<file path="config.mk">
export PLATFORM = sky130hd
export DESIGN_NAME = ljpd_ctrl
export DESIGN_NICKNAME = d
export VERILOG_FILES = /design/src/hdl/ljpd_pkg.sv /design/src/hdl/ljpd_ctrl.sv
export SDC_FILE = /design/constraint.sdc
export NUM_CORES = 1
export LEC_CHECK = 0
export ABC_AREA = 1
export BUFFER_PORTS_ARGS = -buffer_cell sky130_fd_sc_hd__buf_2
export CAP_MARGIN = 15
export CORE_MARGIN = 8
export CORE_UTILIZATION = 30
export CTS_CLUSTER_SIZE = 25
export DETAILED_ROUTE_END_ITERATION = 7
export PLACE_DENSITY = 0.46
export SKIP_CTS_REPAIR_TIMING = 1
export SLEW_MARGIN = 20
export SYNTH_ARGS = -nofsm -noshare
export SYNTH_HDL_FRONTEND = slang
export SYNTH_SLANG_ARGS = --single-unit
</file>
<file path="constraint.sdc">
create_clock -name clk -period 2.9 [get_ports clk]
set_clock_uncertainty 0.15 [all_clocks]
set_input_delay 0.435 -clock clk [delete_from_list [all_inputs] [get_ports clk]]
set_output_delay 0.435 -clock clk [all_outputs]
set_load 0.02 [all_outputs]
</file>
<file path="src/hdl/ljpd_pkg.sv">
// ----------------------------------------------------------------------------
// ljpd_pkg
// Shared constants and types for the lossless JPEG predictor decoder.
// ----------------------------------------------------------------------------
package ljpd_pkg;

  localparam int MAX_WIDTH = 1024;
  localparam int ADDR_W    = $clog2(MAX_WIDTH);
  localparam int WIDTH_W   = 11;
  localparam int HEIGHT_W  = 16;
  localparam int PIX_W     = 8;
  localparam int CFG_IDX_W = 2;
  localparam int CFG_W     = 16;
  // Column arithmetic wide enough for both the line length and the width register
  localparam int COL_W     = (ADDR_W + 1 > WIDTH_W) ? ADDR_W + 1 : WIDTH_W;

  // Configuration register indexes
  localparam logic [CFG_IDX_W-1:0] CFG_PREDICTOR = 2'd0;
  localparam logic [CFG_IDX_W-1:0] CFG_WIDTH     = 2'd1;
  localparam logic [CFG_IDX_W-1:0] CFG_HEIGHT    = 2'd2;

  // Predictor modes
  localparam logic [2:0] PRED_ZERO  = 3'd0;
  localparam logic [2:0] PRED_B     = 3'd1;
  localparam logic [2:0] PRED_A     = 3'd2;
  localparam logic [2:0] PRED_C     = 3'd3;
  localparam logic [2:0] PRED_PLANE = 3'd4;
  localparam logic [2:0] PRED_A_HBC = 3'd5;
  localparam logic [2:0] PRED_B_HAC = 3'd6;
  localparam logic [2:0] PRED_AVG   = 3'd7;

  localparam logic [WIDTH_W-1:0]  WIDTH_RESET  = WIDTH_W'(1024);
  localparam logic [HEIGHT_W-1:0] HEIGHT_RESET = HEIGHT_W'(1);

  // Per-pixel context worked out when a transaction is accepted
  typedef struct packed {
    logic [2:0]        mode;
    logic [ADDR_W-1:0] addr;
    logic              top;
    logic              first_col;
    logic              row_end;
    logic              image_end;
  } pix_ctx_t;

endpackage

</file>
<file path="src/hdl/ljpd_ctrl.sv">
// ----------------------------------------------------------------------------
// ljpd_ctrl
// Configuration registers and raster position counters.
// ----------------------------------------------------------------------------
module ljpd_ctrl (
  input  logic                           clk,
  input  logic                           rst,
  input  logic                           config_write,
  input  logic [ljpd_pkg::CFG_IDX_W-1:0] config_index,
  input  logic [ljpd_pkg::CFG_W-1:0]     config_data,
  input  logic                           accept,
  output ljpd_pkg::pix_ctx_t             ctx
);

  logic [2:0]                        predictor_select;
  logic [ljpd_pkg::WIDTH_W-1:0]      image_width;
  logic [ljpd_pkg::HEIGHT_W-1:0]     image_height;
  logic [ljpd_pkg::ADDR_W-1:0]       column_count;
  logic [ljpd_pkg::HEIGHT_W-1:0]     row_count;

  logic [ljpd_pkg::COL_W-1:0]        eff_width;
  logic [ljpd_pkg::HEIGHT_W:0]       eff_height;
  logic [ljpd_pkg::COL_W-1:0]        col_inc;
  logic [ljpd_pkg::HEIGHT_W:0]       row_inc;
  logic                              row_end;
  logic                              image_end;

  always_ff @(posedge clk) begin
    if (rst) begin
      predictor_select <= ljpd_pkg::PRED_ZERO;
      image_width      <= ljpd_pkg::WIDTH_RESET;
      image_height     <= ljpd_pkg::HEIGHT_RESET;
    end else if (config_write) begin
      unique case (config_index)
        ljpd_pkg::CFG_PREDICTOR: predictor_select <= config_data[2:0];
        ljpd_pkg::CFG_WIDTH:     image_width      <= config_data[ljpd_pkg::WIDTH_W-1:0];
        ljpd_pkg::CFG_HEIGHT:    image_height     <= config_data[ljpd_pkg::HEIGHT_W-1:0];
        default: ;
      endcase
    end
  end

  // Clamp width into 1..MAX_WIDTH, height zero counts as one
  always_comb begin
    eff_width = ljpd_pkg::COL_W'(image_width);
    if (image_width == '0) begin
      eff_width = ljpd_pkg::COL_W'(1);
    end else if (eff_width > ljpd_pkg::COL_W'(ljpd_pkg::MAX_WIDTH)) begin
      eff_width = ljpd_pkg::COL_W'(ljpd_pkg::MAX_WIDTH);
    end
    eff_height = (image_height == '0) ? (ljpd_pkg::HEIGHT_W+1)'(1)
                                      : {1'b0, image_height};
  end

  assign col_inc   = ljpd_pkg::COL_W'(column_count) + ljpd_pkg::COL_W'(1);
  assign row_inc   = {1'b0, row_count} + (ljpd_pkg::HEIGHT_W+1)'(1);
  assign row_end   = col_inc >= eff_width;
  assign image_end = row_end && (row_inc >= eff_height);

  always_comb begin
    ctx.mode      = predictor_select;
    ctx.addr      = column_count;
    ctx.top       = (row_count == '0);
    ctx.first_col = (column_count == '0);
    ctx.row_end   = row_end;
    ctx.image_end = image_end;
  end

  always_ff @(posedge clk) begin
    if (rst) begin
      column_count <= '0;
      row_count    <= '0;
    end else if (accept) begin
      if (row_end) begin
        column_count <= '0;
        row_count    <= image_end ? '0 : row_inc[ljpd_pkg::HEIGHT_W-1:0];
      end else begin
        column_count <= col_inc[ljpd_pkg::ADDR_W-1:0];
      end
    end
  end

endmodule

</file>
[Word level (Yosys, flattened, before mapping)]
Cells that the tools add are included.
Storage, ports and cells
  memory bits (writable): 0
  word-level logic and storage cells: 27
  output and inout port bits: 17
  bits in latches: 0
  flip-flop bits (word level): 56
  memories: 0
  bits in read-only memories: 0
Operators by class
  div/mod/pow operators: 0
  $lt $le $gt $ge: 3
  equality and inequality tests: 2
  reductions and logical operators: 10
  shift operators: 0
  bitwise gates (word level): 0
  $mul: 0
  add/subtract/negate cells: 2
  mux-type cells: 5
Operators by type and width (number)
  $logic_not A16 Y1: 2
  $mux W16: 2
  $mux W11: 2
  $add A16 B1 Y17 const B: 1
  $ge A17 B16 Y1: 1
  $add A10 B1 Y11 const B: 1
  $ge A11 B11 Y1: 1
  $gt A11 B11 Y1 const B: 1
  $logic_not A11 Y1: 1
  $logic_not A10 Y1: 1
  $mux W10: 1
  $reduce_and A2 Y1: 4
  $eq A2 B1 Y1 const B: 1
  $eq A2 B2 Y1 const B: 1
  $logic_not A2 Y1: 1
  $logic_and A1 B1 Y1: 1

[Depth between registers and ports, before layout]
  depth in word-level cells: 6
  mapped depth: 19
  gate-level depth less buffers: 18

[Worst setup path before layout]
Ideal clock, no wire load.
  kind: reg-to-output
  from: reg row_count[0] (netlist bit)
  to: out ctx[0] (netlist bit)
  arrival time: 2.333 ns
  required time: 2.315 ns
  stages on the path, launching flop included: 18
  setup slack: -0.018 ns
  path buffers: 1
  cell sequence: dfxtp_1 > ha_1 > nand3_2 > nor2_4 > nand2_4 > nor2_8 > nand3_1 > xor2_1 > ha_1 > nand2_1 > nand2_1 > a21oi_1 > o21ai_0 > nor2_1 > nand3_2 > nand2_1 > inv_1 > buf_4
Between the ends
  word-level cells in the longest chain between the ends: 3
Ends and longest elaborated chain
  start: declaration: RTL line ljpd_ctrl.sv:19  | logic [ljpd_pkg::HEIGHT_W-1:0] row_count;
  start signal: assignment: RTL line ljpd_ctrl.sv:76  | row_count <= image_end ? '0 : row_inc[ljpd_pkg::HEIGHT_W-1:0];
  $add A16 B1 Y17: RTL line ljpd_ctrl.sv:56  | assign row_inc = {1'b0, row_count} + (ljpd_pkg::HEIGHT_W+1)'(1);
  $ge A17 B16 Y1: RTL line ljpd_ctrl.sv:58  | assign image_end = row_end && (row_inc >= eff_height);
  $logic_and A1 B1 Y1: RTL line ljpd_ctrl.sv:58
  end: declaration: RTL line ljpd_ctrl.sv:12  | output ljpd_pkg::pix_ctx_t ctx
Every way passes these cells.

==> flow_summary_export.csv <==
group,metric,value,unit
synthesis,syn_inst,494,
synthesis,synthFlopType,"dfxtp_1",
detailed_routing,finalWirelength,9.941,mm
detailed_routing,viasPerCell,4.635,
synthesis,yosys_warnings,0,
status,violations,"negative setup slack",
setup_path,start_kind,"flip-flop",
place,dp_hpwl,7.650,mm
run,drv_cap,0,
global_route,antenna_found_initial,0,
timing,maxSlewViolCount,0,
place,port_buffers,38,
die,ios,39,
die,die-width,124.0,µm
clock_network,cts_tree,"built",
finish,finalNonFillerCells,716,
power_and_ir_drop,power_density,380.6,mW/mm²
detailed_routing,first_pass_iters,4,
global_route,grt_max_degree,43,
die,coreArea,0.01142,mm²
detailed_routing,first_iter_violations,126,
setup_path,critPathTopFamily,"simple AND/OR/NAND/NOR gates",
place,placed_cells,700,
timing,fmax,312.9,MHz
global_route,grt-ovfl-total,0,
synthesis,postSynthAreaPerCell,7.079,µm²
timing,maxSlewHeadroom,0.4883,
synthesis,ys_seq_area_frac,0.3206,
synthesis,synthArstFlopShare,0,
clock_network,cts_sinks,56,
worst_hold_path,hold_class,"input pin to flip-flop",
setup_path,cp_cell_sequence,"nand3_4 -> nor3_4 -> nand4_1 -> xnor2_2 -> ha_1 -> nand2_1 -> nor2_1 -> nand2_1 -> o21ai_1 -> nor2_1 -> nand3_2 -> nand2_1 -> inv_1 -> buf_6",
power_and_ir_drop,p_sw_frac,0.2792,
setup_path,cp.required,2.32,ns
power_and_ir_drop,pwr-share-seq,0.464,
status,run_status,"complete, but fails checks",
detailed_routing,num_vias,3319,
setup_path,critPathKind,"flip-flop to primary output",
detailed_routing,ant_nets,0,
clock_network,clock_latency,0.30,ns
power_and_ir_drop,combPwrFrac,0.173,
timing,rsz0062_at_grt,"true",
setup_path,critPathMaxFanout,6,
global_route,groute.usage.overall,0.1305,
global_route,grt_pass1_vias,3234,
finish,antennaDiodeCount,0,
synthesis,syn_area,0.003497,mm²
setup_path,arrival,2.61,ns
synthesis,ys_types,34,
power_and_ir_drop,internal_power,1.257,mW
clock_network,cts_buffer_depth,2,
detailed_routing,remaining_drc_errors,0,
setup_path,critPathBufInv,2,
clock_network,cts_buffers,5,
power_and_ir_drop,p_leak,2.173,nW
setup_path,critical_path.slowest_cell,"dfxtp_4",
clock_network,clk_pin_slew_worst_paths,0.07,ns
die,die_area,0.01537,mm²
global_route,grt_first_pass_wirelength,15.66,mm
power_and_ir_drop,switchingPower,0.4868,mW
die,start_util,0.3063,
die,rows,39,
power_and_ir_drop,ir_drop,0.0001770,V
timing,hold_viol_final,0,
setup_path,cpMostUsedCell,"nand2_1",
finish,syn_to_final_growth,30.98,%
timing,fin_crit_sh,1.102,
finish,drive_above_1_share,0.2723,
synthesis,synth-edff-count,0,
setup_path,endpoint_kind,"primary output",
finish,final_util,0.4012,
detailed_routing,wire_per_inst,13.88,µm
setup_path,cpPeakStageDelay,0.38,ns
synthesis,ys_seq_elements,56,
clock_network,htree_levels,2,
timing,worstMarginPinSlew,0.7667,ns
timing,finalCriticalPeriod,3.196,ns
finish,finalNetCount,625,
power_and_ir_drop,clock_power_share,0.363,
timing,finalSetupViolations,1,
die,dieHeight,124.0,µm
synthesis,syn_nets,547,
timing,fin_ws,-0.2956,ns
place,place_congestion,0.8572,
clock_network,clockRootBuffer,"clkbuf_16",
## final cells by class
| type | instances | area [µm²] |
|---|---|---|
| clock buffer | 7 | 142.6 |
| tap | 143 | 178.9 |
| clock inverter | 1 | 7.507 |
| fill | 1222 | 6838 |
| sequential | 56 | 1147 |
| multi-input combinational | 352 | 2266 |
| inverter | 73 | 274.0 |
| timing repair buffer | 84 | 564.3 |
## cells in the mapped netlist, types with 2 or more instances
master    count  share of area
o21ai_0      35          0.050
dfxtp_1      56           0.32
a21o_1        2         0.0043
nor4_1        8          0.014
nand2_4       2         0.0064
nor3_1        4         0.0057
buf_2         2         0.0029
nor2_2        3         0.0054
nand4_1       9          0.016
nor2_4        3         0.0097
nand2_1      98           0.11
o21ai_1       8          0.011
ha_1         31           0.11
nor2_1       48          0.052
buf_4         2         0.0043
inv_1        72          0.077
clkbuf_1      8         0.0086
nand3_1      32          0.046
nand3_2       5          0.014
a21oi_1      37          0.053
xor2_1       16          0.040
## layout by cell type, fill, tap and decap left out, types with 2 or more instances in the layout
cell,count
o21ai_1,11
ha_1,23
nor3_1,4
dfxtp_4,5
nor4_2,2
nand3_1,30
ha_4,8
dfxtp_2,6
nand2_1,90
buf_4,44
nor2_1,42
nor2_2,7
nand4_1,9
buf_2,36
nand3_4,2
inv_1,71
nand3_2,5
dfxtp_1,45
nor4_1,6
a21oi_1,33
a21o_1,2
xor2_1,14
clkbuf_16,5
o21ai_0,32
nand2_2,7
nor2_4,5
xor2_2,3
a21oi_2,4
buf_6,3
nand2_4,4
## logic make-up (layout without fill, tap and decap cells)
logic type,count (synthesis),after routing,share of synthesized area
DFF,56,56,0.3206
AOI/OAI and AO/OA,86,86,0.1284
adders and majority gates,31,31,0.1109
xor gates and xnor gates,18,18,0.04723
buffers and inverters,86,165,0.09731
and+or+nand+nor,217,217,0.2955
## state kept, by name, summed over array words and instances, names as in the netlist
name	count
row_count	16
image_width	11
predictor_select	3
column_count	10
image_height	16
## metrics by stage
| stage | total power [mW] | area, µm² | hold slack [ns] | setup WS (ns) | setup TNS [ns] |
|---|---|---|---|---|---|
| 6_report | 1.744 | 4581 | 0.2583 | -0.2956 | -0.2956 |
| 2_1_floorplan | 0.9939 | 3501 | 0.2967 | 0.04321 | 0 |
| 3_5_place_dp | 1.095 | 4101 | 0.3210 | -0.1643 | -0.1643 |
| 3_3_place_gp | 1.092 | 4101 | 0.3233 | -0.09537 | -0.09537 |
| 5_1_grt | 1.837 | 4581 | 0.2591 | -0.4932 | -2.270 |
| 4_1_cts | 1.735 | 4252 | 0.2504 | -0.5188 | -0.8539 |
## per-layer routing
| metal | GRT usage | wire [µm] |
|---|---|---|
| met1 | 0.1635 | 4620 |
| met2 | 0.2255 | 4951 |
| met3 | 0.02131 | 211 |
| met4 | 0.03866 | 158 |
| met5 | 0 | 0 |
## worst reg2reg max path: stages, from the launching register on
cell,delay [ns]
dfxtp_4,0.38
nand3_4,0.10
nor3_4,0.32
nand4_1,0.19
xnor2_2,0.24
ha_1,0.28
nand2_1,0.07
nor2_1,0.04
nand2_1,0.07
o21ai_1,0.07
nor2_1,0.16
nand3_2,0.13
buf_4,0.16
nor2_4,0.09
buf_12,0.14
nand3_1,0.08
o21ai_1,0.10
## final timing paths
| path | from | to | slack (ns) | cells past startpoint |
|---|---|---|---|---|
| worst max-delay path | row_count[2]$_SDFFE_PP0P_ | ctx[0] | -0.30 | 14 |
| worst min-delay path | config_data[10] | image_width[10]$_SDFFE_PP1P_ | 0.26 | 3 |
| worst max register to register | row_count[2]$_SDFFE_PP0P_ | row_count[5]$_SDFFE_PP0P_ | 0.05 | 16 |
| worst min register to register | image_height[10]$_SDFFE_PP0P_ | image_height[10]$_SDFFE_PP0P_ | 0.33 | 2 |
## power groups by stage
stage / registers (mW) / logic [mW] / clock network, mW
floorplan: 0.830 / 0.164 / 0
global placement: 0.826 / 0.266 / 0
detailed placement: 0.826 / 0.269 / 0
CTS: 0.808 / 0.269 / 0.657
global route: 0.812 / 0.339 / 0.685
finish: 0.809 / 0.302 / 0.633
No activity file was read; power rests on OpenSTA's default activity.
