===== src/hdl/ljpd_pkg.sv =====
// ----------------------------------------------------------------------------
// ljpd_pkg
// Shared constants and types for the lossless JPEG predictor decoder.
// ----------------------------------------------------------------------------
package ljpd_pkg;

  localparam int MAX_WIDTH = 1024;
  localparam int ADDR_W    = $clog2(MAX_WIDTH);
  localparam int WIDTH_W   = 11;
  localparam int HEIGHT_W  = 16;
  localparam int PIX_W     = 8;
  localparam int CFG_IDX_W = 2;
  localparam int CFG_W     = 16;
  // Column arithmetic wide enough for both the line length and the width register
  localparam int COL_W     = (ADDR_W + 1 > WIDTH_W) ? ADDR_W + 1 : WIDTH_W;

  // Configuration register indexes
  localparam logic [CFG_IDX_W-1:0] CFG_PREDICTOR = 2'd0;
  localparam logic [CFG_IDX_W-1:0] CFG_WIDTH     = 2'd1;
  localparam logic [CFG_IDX_W-1:0] CFG_HEIGHT    = 2'd2;

  // Predictor modes
  localparam logic [2:0] PRED_ZERO  = 3'd0;
  localparam logic [2:0] PRED_B     = 3'd1;
  localparam logic [2:0] PRED_A     = 3'd2;
  localparam logic [2:0] PRED_C     = 3'd3;
  localparam logic [2:0] PRED_PLANE = 3'd4;
  localparam logic [2:0] PRED_A_HBC = 3'd5;
  localparam logic [2:0] PRED_B_HAC = 3'd6;
  localparam logic [2:0] PRED_AVG   = 3'd7;

  localparam logic [WIDTH_W-1:0]  WIDTH_RESET  = WIDTH_W'(1024);
  localparam logic [HEIGHT_W-1:0] HEIGHT_RESET = HEIGHT_W'(1);

  // Per-pixel context worked out when a transaction is accepted
  typedef struct packed {
    logic [2:0]        mode;
    logic [ADDR_W-1:0] addr;
    logic              top;
    logic              first_col;
    logic              row_end;
    logic              image_end;
  } pix_ctx_t;

endpackage


===== src/hdl/ljpd_recon.sv =====
// ----------------------------------------------------------------------------
// ljpd_recon
// Reconstruction stage: prediction, pixel sum, line buffer write-back and
// output register.
// ----------------------------------------------------------------------------
module ljpd_recon (
  input  logic                          clk,
  input  logic                          rst,
  input  logic                          in_valid,
  output logic                          in_ready,
  input  logic [ljpd_pkg::PIX_W-1:0]    residual,
  input  ljpd_pkg::pix_ctx_t            ctx,
  output logic                          accept,
  output logic                          wr_en,
  output logic [ljpd_pkg::ADDR_W-1:0]   wr_addr,
  output logic [ljpd_pkg::PIX_W-1:0]    wr_data,
  input  logic [ljpd_pkg::PIX_W-1:0]    rd_data,
  output logic                          out_valid,
  input  logic                          out_ready,
  output logic [ljpd_pkg::PIX_W-1:0]    pixel,
  output logic                          row_end,
  output logic                          image_end
);

  logic                       s1_valid;
  ljpd_pkg::pix_ctx_t         s1;
  logic [ljpd_pkg::PIX_W-1:0] s1_residual;
  logic                       fwd;
  logic [ljpd_pkg::PIX_W-1:0] fwd_data;
  logic [ljpd_pkg::PIX_W-1:0] left_pixel;
  logic [ljpd_pkg::PIX_W-1:0] upper_left_pixel;
  logic [ljpd_pkg::PIX_W-1:0] above;
  logic [ljpd_pkg::PIX_W-1:0] pred;
  logic [ljpd_pkg::PIX_W-1:0] sum;
  logic                       commit;

  function automatic logic [7:0] predict(input logic [2:0] mode, input logic [7:0] a,
                                         input logic [7:0] b, input logic [7:0] c,
                                         input logic top, input logic first_col);
    logic signed [9:0] sa;
    logic signed [9:0] sb;
    logic signed [9:0] sc;
    logic signed [9:0] d;
    logic signed [9:0] t;
    logic signed [9:0] p;
    sa = $signed({2'b00, a});
    sb = $signed({2'b00, b});
    sc = $signed({2'b00, c});
    p  = '0;
    if (mode == ljpd_pkg::PRED_ZERO || (top && first_col)) begin
      p = '0;
    end else if (mode == ljpd_pkg::PRED_B) begin
      p = top ? sa : sb;
    end else if (mode == ljpd_pkg::PRED_A) begin
      p = first_col ? sb : sa;
    end else if (first_col) begin
      p = sb;
    end else if (top) begin
      p = sa;
    end else begin
      case (mode)
        ljpd_pkg::PRED_C:     p = sc;
        ljpd_pkg::PRED_PLANE: p = sa + sb - sc;
        ljpd_pkg::PRED_A_HBC, ljpd_pkg::PRED_B_HAC: begin
          d = (mode == ljpd_pkg::PRED_A_HBC) ? sb - sc : sa - sc;
          // halve toward zero: bias negatives by one before the shift
          t = d + $signed({9'b0, d[9]});
          p = ((mode == ljpd_pkg::PRED_A_HBC) ? sa : sb) + (t >>> 1);
        end
        default:              p = (sa + sb) >>> 1;
      endcase
    end
    return p[7:0];
  endfunction

  assign commit   = s1_valid && (!out_valid || out_ready);
  assign in_ready = !s1_valid || commit;
  assign accept   = in_valid && in_ready;

  // Same-entry read and write in one cycle: take the value being written
  assign above = fwd ? fwd_data : rd_data;
  assign pred  = predict(s1.mode, left_pixel, above, upper_left_pixel, s1.top, s1.first_col);
  assign sum   = s1_residual + pred;

  assign wr_en   = commit;
  assign wr_addr = s1.addr;
  assign wr_data = sum;

  always_ff @(posedge clk) begin
    if (rst) begin
      s1_valid <= 1'b0;
    end else if (accept) begin
      s1_valid <= 1'b1;
    end else if (commit) begin
      s1_valid <= 1'b0;
    end
  end

  always_ff @(posedge clk) begin
    if (rst) begin
      fwd <= 1'b0;
    end else if (accept) begin
      fwd <= commit && (s1.addr == ctx.addr);
    end
  end

  always_ff @(posedge clk) begin
    if (accept) begin
      s1          <= ctx;
      s1_residual <= residual;
      fwd_data    <= sum;
    end
  end

  always_ff @(posedge clk) begin
    if (rst) begin
      left_pixel       <= '0;
      upper_left_pixel <= '0;
    end else if (commit) begin
      left_pixel       <= sum;
      upper_left_pixel <= above;
    end
  end

  always_ff @(posedge clk) begin
    if (rst) begin
      out_valid <= 1'b0;
    end else if (commit) begin
      out_valid <= 1'b1;
    end else if (out_ready) begin
      out_valid <= 1'b0;
    end
  end

  always_ff @(posedge clk) begin
    if (commit) begin
      pixel     <= sum;
      row_end   <= s1.row_end;
      image_end <= s1.image_end;
    end
  end

  a_fwd_set: assert property (@(posedge clk) disable iff (rst)
    accept && commit && (s1.addr == ctx.addr) |=> fwd)
    else $error("forwarding flag missed on same-entry overlap");

  a_s1_hold: assert property (@(posedge clk) disable iff (rst)
    s1_valid && !commit |=> s1_valid && $stable(s1) && $stable(s1_residual))
    else $error("stalled stage lost its transaction");

  a_first_col: assert property (@(posedge clk) disable iff (rst)
    s1_valid && s1.first_col |-> s1.addr == '0)
    else $error("first column flag with non-zero address");

  a_end_flags: assert property (@(posedge clk) disable iff (rst)
    commit && s1.image_end |-> s1.row_end)
    else $error("image end without row end");

endmodule

===== config.mk =====
export PLATFORM = sky130hd
export DESIGN_NAME = ljpd_recon
export DESIGN_NICKNAME = d
export VERILOG_FILES = /design/src/hdl/ljpd_pkg.sv /design/src/hdl/ljpd_recon.sv
export SDC_FILE = /design/constraint.sdc
export NUM_CORES = 1
export LEC_CHECK = 0
export BUFFER_PORTS_ARGS = -buffer_cell sky130_fd_sc_hd__buf_2
export CELL_PAD_IN_SITES_DETAIL_PLACEMENT = 0
export CELL_PAD_IN_SITES_GLOBAL_PLACEMENT = 2
export CORE_MARGIN = 2
export CORE_UTILIZATION = 32
export DETAILED_ROUTE_END_ITERATION = 10
export PLACE_DENSITY_LB_ADDON = 0.1
export SLEW_MARGIN = 20
export SYNTH_ARGS = -nofsm -noshare
export SYNTH_HDL_FRONTEND = slang
export SYNTH_SLANG_ARGS = --single-unit

===== constraint.sdc =====
create_clock -name clk -period 5.9 [get_ports clk]
set_input_delay 0.885 -clock clk [delete_from_list [all_inputs] [get_ports clk]]
set_output_delay 0.885 -clock clk [all_outputs]
set_load 0.03 [all_outputs]

**After elaboration in Yosys (flattened, before gate mapping)**

Index checks and enable logic that the tools add are counted.

- Register bits after elaboration: 62
- Input bits: 37
- Output and inout bits: 32
- Logic and storage cells: 58

- Add/sub/neg operators: 7
- Equality and inequality tests: 7
- Muxes and demuxes: 15
- Reductions and logical operators: 13

Operators by type and width:

| kind | number |
|---|---|
| $mux W8 | 9 |
| $pmux W8 S3 | 1 |
| $sub A8 B8 Y9 | 2 |
| $add A8 B8 Y8 | 2 |
| $eq A10 B10 Y1 | 1 |
| $mux W10 | 1 |
| $add A8 B8 Y9 | 1 |
| $add A9 B2 Y9 | 1 |
| $eq A3 B3 Y1 const B | 3 |
| $sub A8 B8 Y8 | 1 |
| $eq A3 B2 Y1 const B | 2 |
| $logic_and A1 B1 Y1 | 4 |
| $mux W1 | 4 |
| $reduce_bool A2 Y1 | 2 |
| $eq A3 B1 Y1 const B | 1 |
| $logic_not A3 Y1 | 1 |
| $logic_or A1 B1 Y1 | 3 |
| $logic_not A1 Y1 | 2 |
| $reduce_or A2 Y1 | 1 |

**Logic depth before layout (Yosys ltp)**

- Depth after elaboration: 12
- Mapped depth: 33
- Gate-level depth less buffers: 31

**Worst setup path before layout**

Ideal clock, no wire load.

- Path kind: reg-to-output
- Start: reg s1[15] in the netlist's numbering
- End: out wr_data[7] in the netlist's numbering
- Arrival time: 5,961 ps
- Data required time: 5,015 ps
- Path slack: -946 ps
- Stages on the path, launching flop included: 28
- Buffers on the path: 2
- Path through: edfxtp_1 clkbuf_1 inv_2 nand3_1 clkbuf_1 a21oi_1 ha_1 fa_1 nor2b_4 o311ai_2 a2bb2oi_1 nor2_1 ha_1 ha_1 fa_1 a221oi_1 nor3_1 a21o_1 o21ai_0 nor2_1 ha_1 a21o_1 a21oi_1 nor2b_1 o21a_1 o41a_1 xor2_1 xnor2_1

- Cells in the longest elaborated chain, start to end: 11
- Elaborated cells on any way between the ends: 20
- Classes of those cells: add/sub (3); eq/ne (6); mux (8); reduce/logical (3)

RTL lines:

| item | line | source |
|---|---|---|
| start: declaration | ljpd_recon.sv:26 | `ljpd_pkg::pix_ctx_t s1;` |
| start signal: assignment | ljpd_recon.sv:109 | `s1 <= ctx;` |
| $eq A3 B3 Y1 | -- |  |
| $mux W10 | ljpd_recon.sv:65 | `d = (mode == ljpd_pkg::PRED_A_HBC) ? sb - sc : sa - sc;` |
| $add A9 B2 Y9 | ljpd_recon.sv:67 | `t = d + $signed({9'b0, d[9]});` |
| $add A8 B8 Y8 | ljpd_recon.sv:68 | `p = ((mode == ljpd_pkg::PRED_A_HBC) ? sa : sb) + (t >>> 1);` |
| $pmux W8 S3 | ljpd_recon.sv:61 | `case (mode)` |
| $mux W8 | ljpd_recon.sv:58 | `end else if (top) begin` |
| $mux W8 | ljpd_recon.sv:56 | `end else if (first_col) begin` |
| $mux W8 | ljpd_recon.sv:54 | `end else if (mode == ljpd_pkg::PRED_A) begin` |
| $mux W8 | ljpd_recon.sv:52 | `end else if (mode == ljpd_pkg::PRED_B) begin` |
| $mux W8 (*) | ljpd_recon.sv:50 | `if (mode == ljpd_pkg::PRED_ZERO \|\| (top && first_col)) begin` |
| $add A8 B8 Y8 (*) | ljpd_recon.sv:83 | `assign sum = s1_residual + pred;` |
| end: declaration | ljpd_recon.sv:16 | `output logic [ljpd_pkg::PIX_W-1:0] wr_data,` |

Mark *: on every way between the ends. The rest lies on a longest branch, timed or not.

**Worst setup path after layout**

Ends and elaborated chain as after synthesis.

==> out/metrics.yaml <==
logic_synthesis:
  synth_seq_cells: 62
  synth_top_area_cell: "edfxtp_1"
  ys_top_cells_by_area: "edfxtp_1, ha_1, dfxtp_1"
  postSynthAreaPerCell_um2: 9.033
  synth_area_um2: 4823
  synth-seq-area-share_pct: 34.66
  post-synth-top-area-fraction_pct: 26.77
  synth.distinct_cells: 68
  synthCells: 534
  synth_async_sr_flop_share_pct: 0
  yosys_warnings: 0
  synth_ff_type: "edfxtp_1"
  synth_edf_count: 43
  synth_nets: 614
global_route:
  grt_overflow: 0
  grt_max_degree: 36
  grt_use_total_pct: 20.23
  antenna_found_initial: 0
  grt_pass1_wl_um: 25190
  first_global_vias: 4607
timing:
  fin_crit_sh_pct: 114.6
  hold_violations: 0
  worst_pin_slew_ns: 0.9816
  setup_violations: 5
  relSlewSlack_pct: 33.98
  rsz0062_at_grt: "yes"
  min_period_ns: 6.764
  fmax_ghz: 0.1478
  drv_slew: 0
  finClkSkew_ns: 0.008845
  finalWorstSetupSlack_ns: -0.8639
setup_path:
  path_buf_inv: 3
  reg2reg_slack_ns: 0.02
  startpoint_type: "flip-flop"
  worstSetupEndpointType: "output pin"
  cp_num_cells: 28
  rr_endpoint: "left_pixel[7]$_SDFFE_PP0P_"
  r2r_cells: 31
  worst_path_dominant_cell_family: "compound AO/OA/AOI/OAI gates"
  crit_fanout: 6
  max_stage_delay_ns: 0.44
  slowest_stage: "edfxtp_1"
  required_ns: 5.02
  path_class: "flip-flop to output pin"
  cp_common_cell: "a211oi_2"
  arrival_ns: 5.88
  r2r_start: "s1[15]$_DFFE_PP_"
detailed_routing:
  routed_wl_um: 15810
  vias: 4542
  drt_iter0_drc: 234
  ant_nets: 0
  drc: 0
  drt_pass1_iterations: 4
  wl_per_cell_um: 17.49
  via_per_inst: 5.024
final_layout:
  layout.nets: 795
  multi_input_area_um2: 3326
  finish.utilization_pct: 48.57
  fill_cells: 1418
  syn_to_final_growth_pct: 47.47
  seqCellArea_um2: 1673
  drive_gt1_share_pct: 41.53
  diodes: 0
clock_network:
  clock_latency_ns: 0.33
  ctsHoldBuffers: 0
  cts_made_buffers: 9
  root_buffer: "clkbuf_16"
  cts_max_path_buffers: 2
  htree_levels: 3
  clock-sinks: 62
  cts_tree: "done"
  path_clk_slew_ns: 0.06
power:
  leakage_uw: 0.003050
  ir_drop_mv: 0.1898
  p_total_uw: 2251
  powerDensity_nw_per_um2: 316.5
flow_run:
  maxCapViolCount: 0
floorplanning:
  core-area_um2: 14640
  die_area_um2: 16070
  num_rows: 44
  initial_core_util_pct: 32.94
  die_y_um: 126.8
  io_pins: 69
  die_w_um: 126.8
run_status:
  status: "finished with violations"
  violations: "setup timing"
hold_path:
  min-delay-start: "s1[0]$_DFFE_PP_"
  whs_path_depth: 0
  hp-class: "flip-flop to flip-flop"
  min_to: "image_end$_DFFE_PP_"
placement:
  hpwl_um: 11720
  gp_congestion: 0.8652
  io_buffer_count: 68
## cell usage after synthesis, types with 9 or more instances
cell      number
a21oi_1       44
mux2i_1        9
nor2_1        50
clkbuf_1      13
nand2b_1       9
nor3_1        15
buf_4         10
nand2_1       44
edfxtp_1      43
xor2_1        21
o21ai_0       34
xnor2_1       25
ha_1          38
a211oi_1      16
inv_1         38
dfxtp_1       19
## layer usage
metal  vias up  GRT usage, %  routed length, um
met2        87         33.83               7635
met1      2168         28.38               7596
met4         0         4.331                129
li1       2281             -                  -
met3         6         2.278                447
met5         -             0                  0
## layout by cell type (no fill, tap or decap), types with 7 or more instances in the layout
master     instances
ha_4               8
buf_4            118
dfxtp_1           18
o21ai_2            7
inv_1             36
o21ai_0           26
nor3_1            12
buf_6             15
buf_2             60
xnor2_1           14
edfxtp_1          43
a21oi_1           37
xnor2_2            8
nand2b_1           8
nand2_1           43
clkbuf_16          9
nor2_1            45
xor2_1            20
ha_1              29
a211oi_1          13
## worst max path at each step
stage / startpoint / to / slack, ns
2_1_floorplan: rd_data[0] / wr_data[7] / -0.39
3_3_place_gp: rd_data[0] / wr_data[7] / -1.05
3_5_place_dp: rd_data[0] / wr_data[7] / -1.14
4_1_cts: rd_data[0] / wr_data[7] / -0.96
5_1_grt: s1[15]$_DFFE_PP_ / wr_data[7] / -1.11
6_report: s1[15]$_DFFE_PP_ / wr_data[7] / -0.86
## through the flow
step                      worst slack [ns]  setup TNS [ns]  instances  hold WS (ns)  cell area, um^2
final                              -0.8639          -2.745        904        0.4394             7113
after global routing                -1.114          -4.631        904        0.4507             7113
after CTS                          -0.9590          -3.045        900        0.4391             6907
after detailed placement            -1.137          -5.044        872        0.4243             6241
after global placement              -1.051          -4.166        872        0.4130             6241
after floorplan                    -0.3885         -0.4245        534        0.4003             4965
## timing repair
| action | 4_1_cts | 5_1_grt |
|---|---|---|
| pin swaps | 43 | 35 |
| setup buffers | 15 | 4 |
| resized for setup | 69 | 29 |
| setup endpoints to repair | 10 | 13 |
## area by class of cell
| type | count | area share (%) |
|---|---|---|
| Multi-Input combinational cell | 405 | 46.75 |
| Sequential cell | 62 | 23.52 |
| Timing Repair Buffer | 198 | 20.14 |
| Tap cell | 184 | 3.237 |
| Clock buffer | 9 | 3.166 |
| Inverter | 39 | 2.128 |
| Clock inverter | 7 | 1.055 |
## power by group
group	switching, uW	total (uW)	internal, uW
sequential	20.5	538	517
combinational	584	1170	588
clock	215	542	328
total	819	2250	1430
## sequential cells by signal, summed over array words and instances (netlist names)
name and count:
wr_addr 10, fwd_data 8, left_pixel 8, pixel 8, s1_residual 8, upper_left_pixel 8, s1 7, fwd 1
image_end 1, out_valid 1, row_end 1, s1_valid 1
## cells by family after synthesis
kind of cell / count (synthesis) / synth area share (%)
AND/OR/NAND/NOR: 153 / 15.28
AO/OA/AOI/OAI: 151 / 20.55
buffers and inverters: 67 / 6.433
XOR/XNOR: 47 / 8.820
flip-flops: 62 / 34.66
multiplexers: 11 / 2.335
adder cells (fa/ha/maj): 43 / 11.93
Power figures use the tool's default switching activity.
